==> src/sv/steq_pkg.sv <==
`timescale 1ns / 1ps
// ----------------------------------------------------------------------------
// steq_pkg
// Types and codes shared by the sorted timed event queue modules.
// ----------------------------------------------------------------------------
package steq_pkg;

    localparam int FIELD_TIME_BITS = 32;
    localparam int FIELD_TAG_BITS  = 16;

    typedef enum logic [0:0] {
        FUNC_INSERT  = 1'b0,
        FUNC_ADVANCE = 1'b1
    } func_t;

    typedef enum logic [1:0] {
        KIND_INSERT  = 2'd0,
        KIND_RELEASE = 2'd1,
        KIND_NONE    = 2'd2
    } result_kind_t;

    typedef struct packed {
        logic [0:0]                 func;
        logic [FIELD_TAG_BITS-1:0]  event_tag;
        logic [FIELD_TIME_BITS-1:0] run_time;
        logic [FIELD_TIME_BITS-1:0] now_time;
    } in_item_t;

    typedef struct packed {
        logic [1:0]                 result_kind;
        logic [FIELD_TAG_BITS-1:0]  due_tag;
        logic                       dropped;
        logic                       last_of_run;
        logic                       next_valid;
        logic [FIELD_TIME_BITS-1:0] next_time;
    } out_item_t;

endpackage

==> src/sv/steq_front.sv <==
`timescale 1ns / 1ps
// ----------------------------------------------------------------------------
// steq_front
// Accepts input beats and holds them in a two-entry queue for the back end.
// ----------------------------------------------------------------------------
module steq_front (
    input  logic              aclk,
    input  logic              aresetn,
    input  logic              s_valid,
    output logic              s_ready,
    input  steq_pkg::in_item_t s_item,
    output logic              cmd_valid,
    input  logic              cmd_ready,
    output steq_pkg::in_item_t cmd_item
);
    import steq_pkg::*;

    in_item_t   fifo_reg [2];
    logic       wr_ptr_reg, wr_ptr_next;
    logic       rd_ptr_reg, rd_ptr_next;
    logic [1:0] count_reg, count_next;
    logic       push, pop;

    assign s_ready   = (count_reg != 2'd2);
    assign cmd_valid = (count_reg != 2'd0);
    assign cmd_item  = fifo_reg[rd_ptr_reg];
    assign push      = s_valid && s_ready;
    assign pop       = cmd_valid && cmd_ready;

    always_comb begin
        wr_ptr_next = push ? ~wr_ptr_reg : wr_ptr_reg;
        rd_ptr_next = pop ? ~rd_ptr_reg : rd_ptr_reg;
        count_next  = count_reg + {1'b0, push} - {1'b0, pop};
    end

    always_ff @(posedge aclk) begin
        if (!aresetn) begin
            wr_ptr_reg <= 1'b0;
            rd_ptr_reg <= 1'b0;
            count_reg  <= 2'd0;
        end else begin
            wr_ptr_reg <= wr_ptr_next;
            rd_ptr_reg <= rd_ptr_next;
            count_reg  <= count_next;
        end
    end

    always_ff @(posedge aclk) begin
        if (push) begin
            fifo_reg[wr_ptr_reg] <= s_item;
        end
    end

endmodule

==> config.mk <==
export PLATFORM = sky130hd
export DESIGN_NAME = steq_front
export DESIGN_NICKNAME = d
export VERILOG_FILES = /design/src/sv/steq_pkg.sv /design/src/sv/steq_front.sv
export SDC_FILE = /design/constraint.sdc
export NUM_CORES = 1
export LEC_CHECK = 0
export ABC_AREA = 1
export BUFFER_PORTS_ARGS = -buffer_cell sky130_fd_sc_hd__buf_2
export CAP_MARGIN = 20
export CORE_ASPECT_RATIO = 1.75
export CORE_MARGIN = 5
export CORE_UTILIZATION = 57
export DETAILED_ROUTE_END_ITERATION = 16
export GPL_ROUTABILITY_DRIVEN = 0
export PLACE_DENSITY = 0.85
export SLEW_MARGIN = 20
export SYNTH_ARGS = -nofsm -noshare
export SYNTH_HDL_FRONTEND = slang
export SYNTH_SLANG_ARGS = --single-unit
export TNS_END_PERCENT = 10
==> constraint.sdc <==
create_clock -name aclk -period 15.2 [get_ports aclk]
set_input_delay 3.04 -clock aclk [delete_from_list [all_inputs] [get_ports aclk]]
set_output_delay 3.04 -clock aclk [all_outputs]
set_load 0.005 [all_outputs]
==> results of run 1 <==
==> worst max-delay path: cells and delay by family (launching register included) <==
| kind | cells | cell delay, ps |
|---|---|---|
| multiplexers | 1 | 400 |
| flip-flops | 1 | 810 |
| buffers and inverters | 2 | 850 |
==> cell usage after synthesis, drive strengths merged <==
cell type,number
a21oi,2
buf,9
dfxtp,5
edfxtp,162
ha,2
inv,7
mux2,81
nand2,9
nand3,3
nor2,8
==> layout make-up <==
class | instances | area, sq um | area share
diodes | 2 | 5.005 | 0.0006263
clock buffers | 19 | 432.9 | 0.05417
clock inverters | 12 | 200.2 | 0.02505
inverters | 7 | 27.53 | 0.003444
multi-input cells | 105 | 1334 | 0.1669
flip-flops and latches | 167 | 4969 | 0.6217
well taps | 132 | 165.2 | 0.02067
repair buffers | 170 | 858.3 | 0.1074
==> cells by family after synthesis <==
logic type	Yosys count	synth area share
AO/OA/AOI/OAI	2	0.001543
multiplexers	81	0.1868
AND/OR/NAND/NOR	20	0.01215
flip-flops	167	0.7651
buffers and inverters	16	0.03047
adder cells (fa/ha/maj)	2	0.003856
==> power by group through the flow <==
| stage | registers (mW) | clock network, mW | logic [mW] |
|---|---|---|---|
| finish | 0.619 | 0.452 | 0.287 |
| global route | 0.626 | 0.483 | 0.309 |
| CTS | 0.620 | 0.460 | 0.294 |
| detailed placement | 0.629 | 0 | 0.292 |
| global placement | 0.622 | 0 | 0.284 |
| floorplan | 0.611 | 0 | 0.222 |
==> per-stage QoR <==
stage / util / hold slack [ps] / instance area (sq um)
3_3_place_gp: 0.6585 / 491.1 / 7353
2_1_floorplan: - / 467.5 / 6489
4_1_cts: 0.7152 / 517.9 / 7986
5_1_grt: 0.7156 / 549.5 / 7991
6_report: 0.7156 / 518.9 / 7991
3_5_place_dp: 0.6585 / 505.4 / 7353
==> per-layer routing <==
layer | track usage | vias up | share of wire
met2 | 0.3071 | 114 | 0.56
met1 | 0.1737 | 1540 | 0.33
li1 | - | 1483 | -
met5 | 0 | - | 0.0012
met4 | 0.09016 | 4 | 0.039
met3 | 0.05567 | 31 | 0.065
==> worst max-delay path by stage <==
stage | start | end | slack (ps) | cells after the start
floorplan | s_valid | fifo_reg[0][0] | 8190 | 2
global placement | register | cmd_item[80] | 10050 | 3
detailed placement | register | cmd_item[80] | 10010 | 3
CTS | register | cmd_item[80] | 9580 | 3
global route | register | cmd_item[80] | 9500 | 3
finish | register | cmd_item[80] | 9650 | 3
==> impl_metrics.ini, run 1 <==
[setup_path]
endpoint_kind = output pin
cp_data_required_time_ps = 12160
cpPeakStageDelay_ps = 810
rr_worst_depth = 5
cp_cell_sequence = buf_4, mux2_2, buf_2
critPathLaunchType = register
r2r_setup_slack_ps = 12710
rr_endpoint = fifo_reg[0][69]
slowest_stage = dfxtp_4
worstSetupPathType = reg2out
cp.arrival_ps = 2510
r2r_start = count_reg[0]
cp_max_fo = 43

[synthesis]
ys_seq_elements = 167
syn-num-nets = 375
yosys_warnings = 0
synth_area_sq_mm = 0.006489
syn_avg_cell_area_sq_um = 22.53
yosysUniqueCellTypes = 12
netlist_instances = 288
ys_seq_area_frac = 0.7651
netlist_top_cells_area = edfxtp_1 75%, mux2_4 19%, buf_12 2.5%, dfxtp_1 1.5%, nand2_1 0.52%
synth_area_leader_cell = edfxtp_1
synth_top_area_share = 0.7497

[pwr]
switching_share = 0.2360
p_total_mw = 1.358
combPwrFrac = 0.211
powerDensity_mw_per_mm2 = 169.9
max-vdd-ir-drop_v = 0.0001249
p_int_mw = 1.038
seqPwrFrac = 0.456
power.switching_mw = 0.3205
p_leak_nw = 3.204
clock_power_share = 0.333

[clock_network]
postCtsSetupRepairBufs = 0
clk-insertion-delay-late_ps = 400
clock_path_buffers = 2
cts_tree = yes
htreeDepth = 4
cts.sinks = 167
numCtsBuffers = 17
holdBufCountCts = 0
clk_pin_slew_ps = 60
cts-root-buf = clkbuf_16
postCtsResizedCells = 0

[finish]
layout_commonest_cell = buf_2
final_cell_mix = 167 x buf_2, 162 x edfxtp_1, 80 x mux2_4, 17 x clkbuf_16, 9 x nand2_1
fillCellCount = 674
instances_no_fill = 614
area_delta_synth_final_pct = 23.16
largest_reg_flops = 162
nets = 555
drive_gt1_frac = 0.5875

[sta]
finalSetupViolCount = 0
period_share = 0.3654
finalHoldViolCount = 0
slew_viol_final = 0
rsz0062_at_grt = false
fin_tns_setup_ps = 0
slew_headroom = 0.3654
setup_ws_ps = 9646
worstMarginPinSlew_ps = 949.7
skew_ps = 8.821
timing.fmax_mhz = 180.1
fin_crit_ps = 5554

[detailed_routing]
wl_per_cell_microns = 18.82
ant_nets = 0
drtIter0Drc = 161
vias_per_cell = 5.166
drt_wl_total_microns = 11550
drt_pass1_iterations = 7
vias = 3172
drc = 0

[die]
die_area_sq_mm = 0.01370
io_pins = 168
core_sq_mm = 0.01117
die_y_microns = 151.1
rows = 51
start_util = 0.5811
die_w_microns = 90.66

[worst_hold_path]
hold_start = rd_ptr_reg
min_path_type = reg2reg
min_path_cells = 2

[run_status]
status = finished clean

[placed_design]
io_buffers = 167
place_ws_ps = 10010
hpwl_microns = 7981
dp.cells = 581

[global_routing]
grt_max_degree = 65
grt_pass1_wl_microns = 17720
grt_usage = 0.1706
antenna_found_initial = 4
grt_pass1_vias = 3452
gr-total-overflow = 0

[job]
cap_violations = 0
Note: power is estimated with default switching activity, not from simulation.
==> run 2: changes to the inputs <==
ABC_AREA = 0   (was 1)
CORE_UTILIZATION = 53   (was 57)
PLACE_DENSITY = 0.8   (was 0.85)
clock period = 5.3 ns   (was 15.2 ns; I/O delays follow)
==> run 2 against run 1 <==
  * Wire length shrank 0.13%
  * Clock skew is essentially flat
  * Global-route usage shrank 0.85 points
  * Worst setup slack lost 7600 ps
  * Worst hold slack gained 20 ps
  * Critical endpoint is now cmd_item[55]
  * Final area grew 1.2%
  * Count of clock-buffer cells in the layout grew 2
==> impl_metrics.ini, run 2 <==
[synthesis]
ys_seq_elements = 167
synth-xor-area-share = 0.004053
synth_compound_area_frac = 0.001158
yosys-top-cells-count = 162 x edfxtp_1, 80 x mux2_4, 8 x buf_12
synth_area_leader_cell = edfxtp_1
yosys_warnings = 0
async_reset_ff_frac = 0
synth_top_area_share = 0.7504
synth.most_common_cell = edfxtp_1
synth_edf_count = 162
ys_seq_area_frac = 0.7659
synthAdderAreaFrac = 0.003860
netlist_top_cells_area = edfxtp_1 75%, mux2_4 19%, buf_12 2.5%, dfxtp_1 1.5%, xnor2_1 0.41%
netlist_instances = 276
synth_top_family_by_area = multiplexers
synth_ff_type = edfxtp_1
syn-num-nets = 363
syn_avg_cell_area_sq_um = 23.49
muxShareOfSynthArea = 0.1886
yosysUniqueCellTypes = 18
synth_area_sq_mm = 0.006482
synthSimpleGateAreaFrac = 0.009458

[sta]
fin_tns_setup_ps = 0
worstMarginPinSlew_ps = 596.0
slew_viol_final = 0
rsz0062_at_grt = false
skew_ps = 9.163
fin_crit_ps = 3256
slew_headroom = 0.6027
finalSetupViolCount = 0
setup_ws_ps = 2044
timing.fmax_mhz = 307.1
whs_ps = 539.3
period_share = 0.6143
finalHoldViolCount = 0

[worst_hold_path]
min_path_type = reg2reg
hold_start = rd_ptr_reg
min_path_cells = 2

[pwr]
max-vdd-ir-drop_v = 0.0003924
powerDensity_mw_per_mm2 = 477.6
p_leak_nw = 3.197
p_total_mw = 3.862

[setup_path]
cp_max_fo = 32
endpoint_kind = output pin
r2r_setup_slack_ps = 3570
cp.arrival_ps = 2200
cp.depth = 3
r2r_start = count_reg[0]
critPathLaunchType = register
cpPeakStageDelay_ps = 730
critPathTopFamily = flip-flops
worst-path-buf-inv = 2
rr_endpoint = fifo_reg[1][46]
worstSetupPathType = reg2out
rr_worst_depth = 3
slowest_stage = dfxtp_4
cp_data_required_time_ps = 4240
cp_cell_sequence = buf_4, mux2_4, buf_2

[global_routing]
grt_max_degree = 82
grt_pass1_vias = 3344
grt_pass1_wl_microns = 17330
antenna_found_initial = 4
gr-total-overflow = 0
grt_usage = 0.1621

[die]
die_w_microns = 93.60
rows = 53
die_y_microns = 156.3
io_pins = 168
core_sq_mm = 0.01200
start_util = 0.5401
die_area_sq_mm = 0.01463

[finish]
drive_gt1_frac = 0.6110
instances_no_fill = 640
nets = 547
utilization = 0.6738
final_cell_mix = 167 x buf_2, 162 x edfxtp_1, 80 x mux2_4, 17 x clkbuf_16
design_area_sq_mm = 0.008088
largest_reg_flops = 162
area_delta_synth_final_pct = 24.76
fillCellCount = 776
layout_commonest_cell = buf_2

[placed_design]
dp.cells = 605
placed_area_sq_mm = 0.007447
io_buffers = 167
hpwl_microns = 8048
place_ws_ps = 2443

[clock_network]
clk_pin_slew_ps = 60
postCtsResizedCells = 0
clock_path_buffers = 2
clk-insertion-delay-late_ps = 410
cts.sinks = 167
numCtsBuffers = 17
cts-root-buf = clkbuf_16
holdBufCountCts = 0
postCtsSetupRepairBufs = 0
htreeDepth = 4
cts_tree = yes

[detailed_routing]
vias = 3117
vias_per_cell = 4.870
drtIter0Drc = 159
drc = 0
drt_pass1_iterations = 5
wl_per_cell_microns = 18.03
ant_nets = 0
drt_wl_total_microns = 11540

[job]
cap_violations = 0

[run_status]
status = finished clean
[run 2: cell types whose count changed after synthesis, moves of 2 or more]
cell      before  now
nand2b_1       0    2
nand2_1        9    2
nor2_1         8    1
inv_1          7    1
and2_1         0    2
nand3_1        3    0
nor2b_1        0    2
a21oi_1        2    0
xnor2_1        0    3
[run 2: cell type report]
cell class | count | area [sq um] | area share
Sequential cell | 167 | 4969 | 0.6143
Inverter | 1 | 3.754 | 0.0004641
Tap cell | 165 | 206.4 | 0.02553
Antenna cell | 2 | 5.005 | 0.0006188
Timing Repair Buffer | 174 | 940.9 | 0.1163
Multi-Input combinational cell | 99 | 1355 | 0.1675
Clock buffer | 21 | 460.4 | 0.05693
Clock inverter | 11 | 147.6 | 0.01825
[run 2: cells by family (layout without fill, tap and decap cells)]
kind of cell	Yosys count	in the layout
AOI/OAI and AO/OA	1	1
xor gates and xnor gates	3	3
adders and majority gates	2	2
buffers and inverters	10	207
DFF	167	167
muxes	82	82
other	0	2
and+or+nand+nor	11	11
[run 2: how the worst max path moves through the flow]
| stage | startpoint | to |
|---|---|---|
| 3_3_place_gp | s_valid | fifo_reg[0][52] |
| 2_1_floorplan | s_valid | fifo_reg[0][0] |
| 3_5_place_dp | register | cmd_item[57] |
| 5_1_grt | register | cmd_item[16] |
| 4_1_cts | register | cmd_item[55] |
| 6_report | register | cmd_item[55] |
[run 2: report_power, final]
part           leakage, nW  internal, mW  switching (mW)
clock                0.291         0.768           0.465
sequential            1.56          1.66          0.0891
combinational         1.35         0.513           0.368
total                 3.20          2.94           0.922
[run 2: per-layer routing]
layer | GRT usage | part of all wire
met5 | 0 | 0.0023
met1 | 0.1553 | 0.33
met2 | 0.2980 | 0.59
met3 | 0.06061 | 0.061
met4 | 0.07920 | 0.020
[run 2: worst reg2reg max path: cells and delay by family (launching register included)]
family        cells  cell delay, ps
simple gates      2             680
flops             1             360
buf+inv           1             320
==> run 3: changes to the inputs <==
clock period = 3.3 ns   (was 5.3 ns; I/O delays follow)
==> run 3 against run 2 <==
  * Clock skew decreased by 3.4 ps
  * Total power increased by 61%
  * Core utilization decreased by 0.13 points
  * Sequential share of layout area increased by 0.11 points
  * Wire length increased by 3.6%
  * Global-route usage increased by 0.59 points
  * Worst setup slack got worse by 1400 ps
  * Combinational power increased by 62%
  * Sequential power increased by 60%
  * Sequential cell count unchanged
  * Critical path type unchanged
  * Critical endpoint is now cmd_item[67]
==> impl_metrics.ini, run 3 (synthesis gave the netlist of run 2 again) <==
[finish]
layout_commonest_cell = buf_2
nets = 547
regArea_sq_mm = 0.004969
fillCellCount = 816
utilization = 0.6726
area_delta_synth_final_pct = 24.53
largest_reg_flops = 162
final_cell_mix = 167 x buf_2, 162 x edfxtp_1, 80 x mux2_4, 17 x clkbuf_16
multiInputGateArea_sq_mm = 0.001355
drive_gt1_frac = 0.6047

[setup_path]
cp_data_required_time_ps = 2640
endpoint_kind = output pin
cp_max_fo = 24
rr_worst_depth = 4
cp.arrival_ps = 2010
worstSetupPathType = reg2out
critPathLaunchType = register

[worst_hold_path]
min_path_cells = 1
min_path_type = in2reg

[clock_network]
postCtsSetupRepairBufs = 0
clk_pin_slew_ps = 60
clk-insertion-delay-late_ps = 400
postCtsResizedCells = 0
cts_tree = yes
cts.sinks = 167
numCtsBuffers = 17
htreeDepth = 4
clock_path_buffers = 2
holdBufCountCts = 0
cts-root-buf = clkbuf_16

[sta]
period_share = 0.8085
slew_viol_final = 0
finalHoldViolCount = 0
timing.fmax_mhz = 374.8
slew_headroom = 0.5792
worstMarginPinSlew_ps = 629.6
finalSetupViolCount = 0
fin_crit_ps = 2668
whs_ps = 441.8
setup_ws_ps = 632.0
skew_ps = 5.743
fin_tns_setup_ps = 0
rsz0062_at_grt = false

[job]
cap_violations = 0

[detailed_routing]
ant_nets = 0
drt_wl_total_microns = 11960
vias = 3097
drc = 0
vias_per_cell = 4.847
drtIter0Drc = 157
drt_pass1_iterations = 4
wl_per_cell_microns = 18.72

[pwr]
clock_power_share = 0.322
power.switching_mw = 1.485
max-vdd-ir-drop_v = 0.0005112
powerDensity_mw_per_mm2 = 772.1
combPwrFrac = 0.229
seqPwrFrac = 0.448
p_leak_nw = 3.189
p_int_mw = 4.748
p_total_mw = 6.233
switching_share = 0.2382

[die]
die_area_sq_mm = 0.01463
core_sq_mm = 0.01200
io_pins = 168
die_y_microns = 156.3
rows = 53
die_w_microns = 93.60
start_util = 0.5401

[global_routing]
gr-total-overflow = 0
grt_pass1_wl_microns = 17960
grt_usage = 0.1679
antenna_found_initial = 2
grt_pass1_vias = 3391
grt_max_degree = 49

[run_status]
status = finished clean

[placed_design]
place_ws_ps = 1035
io_buffers = 167
hpwl_microns = 8486
## run 3: cell count changes in the layout (fill, tap and decap cells not counted), sizes merged
cell / change
clkbuf: -2
clkinv: +2
bufinv: +1
clkinvlp: -1
diode: -1
## run 3: critical path, stage by stage (launching register included)
cell	delay [ps]
dfxtp_4	630
buf_4	480
mux2_4	340
buf_2	130
## run 3: per-layer routing
| metal | vias to the layer above | GRT usage | share of wire |
|---|---|---|---|
| li1 | 1456 | - | - |
| met1 | 1509 | 0.1673 | 0.34 |
| met2 | 110 | 0.3167 | 0.59 |
| met3 | 20 | 0.05724 | 0.055 |
| met4 | 2 | 0.06061 | 0.021 |
| met5 | - | 0 | 0.00092 |
## run 3: final timing paths
kind | slack [ps] | end | from
setup / recovery | 630 | cmd_item[67] | register
hold / removal | 440 | fifo_reg[0][59] | s_item[59]
setup reg to reg | 1360 | fifo_reg[0][24] | count_reg[0]
hold reg to reg | 540 | wr_ptr_reg | wr_ptr_reg
## run 3: cell type report
cell class / instances / share of cell area
inverter: 1 / 0.0004650
timing repair buffer: 174 / 0.1147
tap: 165 / 0.02557
clock buffer: 19 / 0.05363
clock inverter: 13 / 0.02201
sequential: 167 / 0.6155
multi-input combinational: 99 / 0.1679
antenna: 1 / 0.0003100
## run 3: power by group through the flow
stage / sequential (mW) / clock, mW / combinational (mW)
floorplan: 2.78 / 0 / 1.07
global placement: 2.83 / 0 / 1.42
detailed placement: 2.85 / 0 / 1.45
CTS: 2.80 / 2.04 / 1.46
global route: 2.83 / 2.16 / 1.53
finish: 2.80 / 2.01 / 1.43
## run 3: metrics by stage
step | instance area (sq um) | instances
finish | 8073 | 639
global route | 8073 | 639
CTS | 8070 | 638
detailed placement | 7460 | 606
global placement | 7460 | 606
floorplan | 6485 | 276
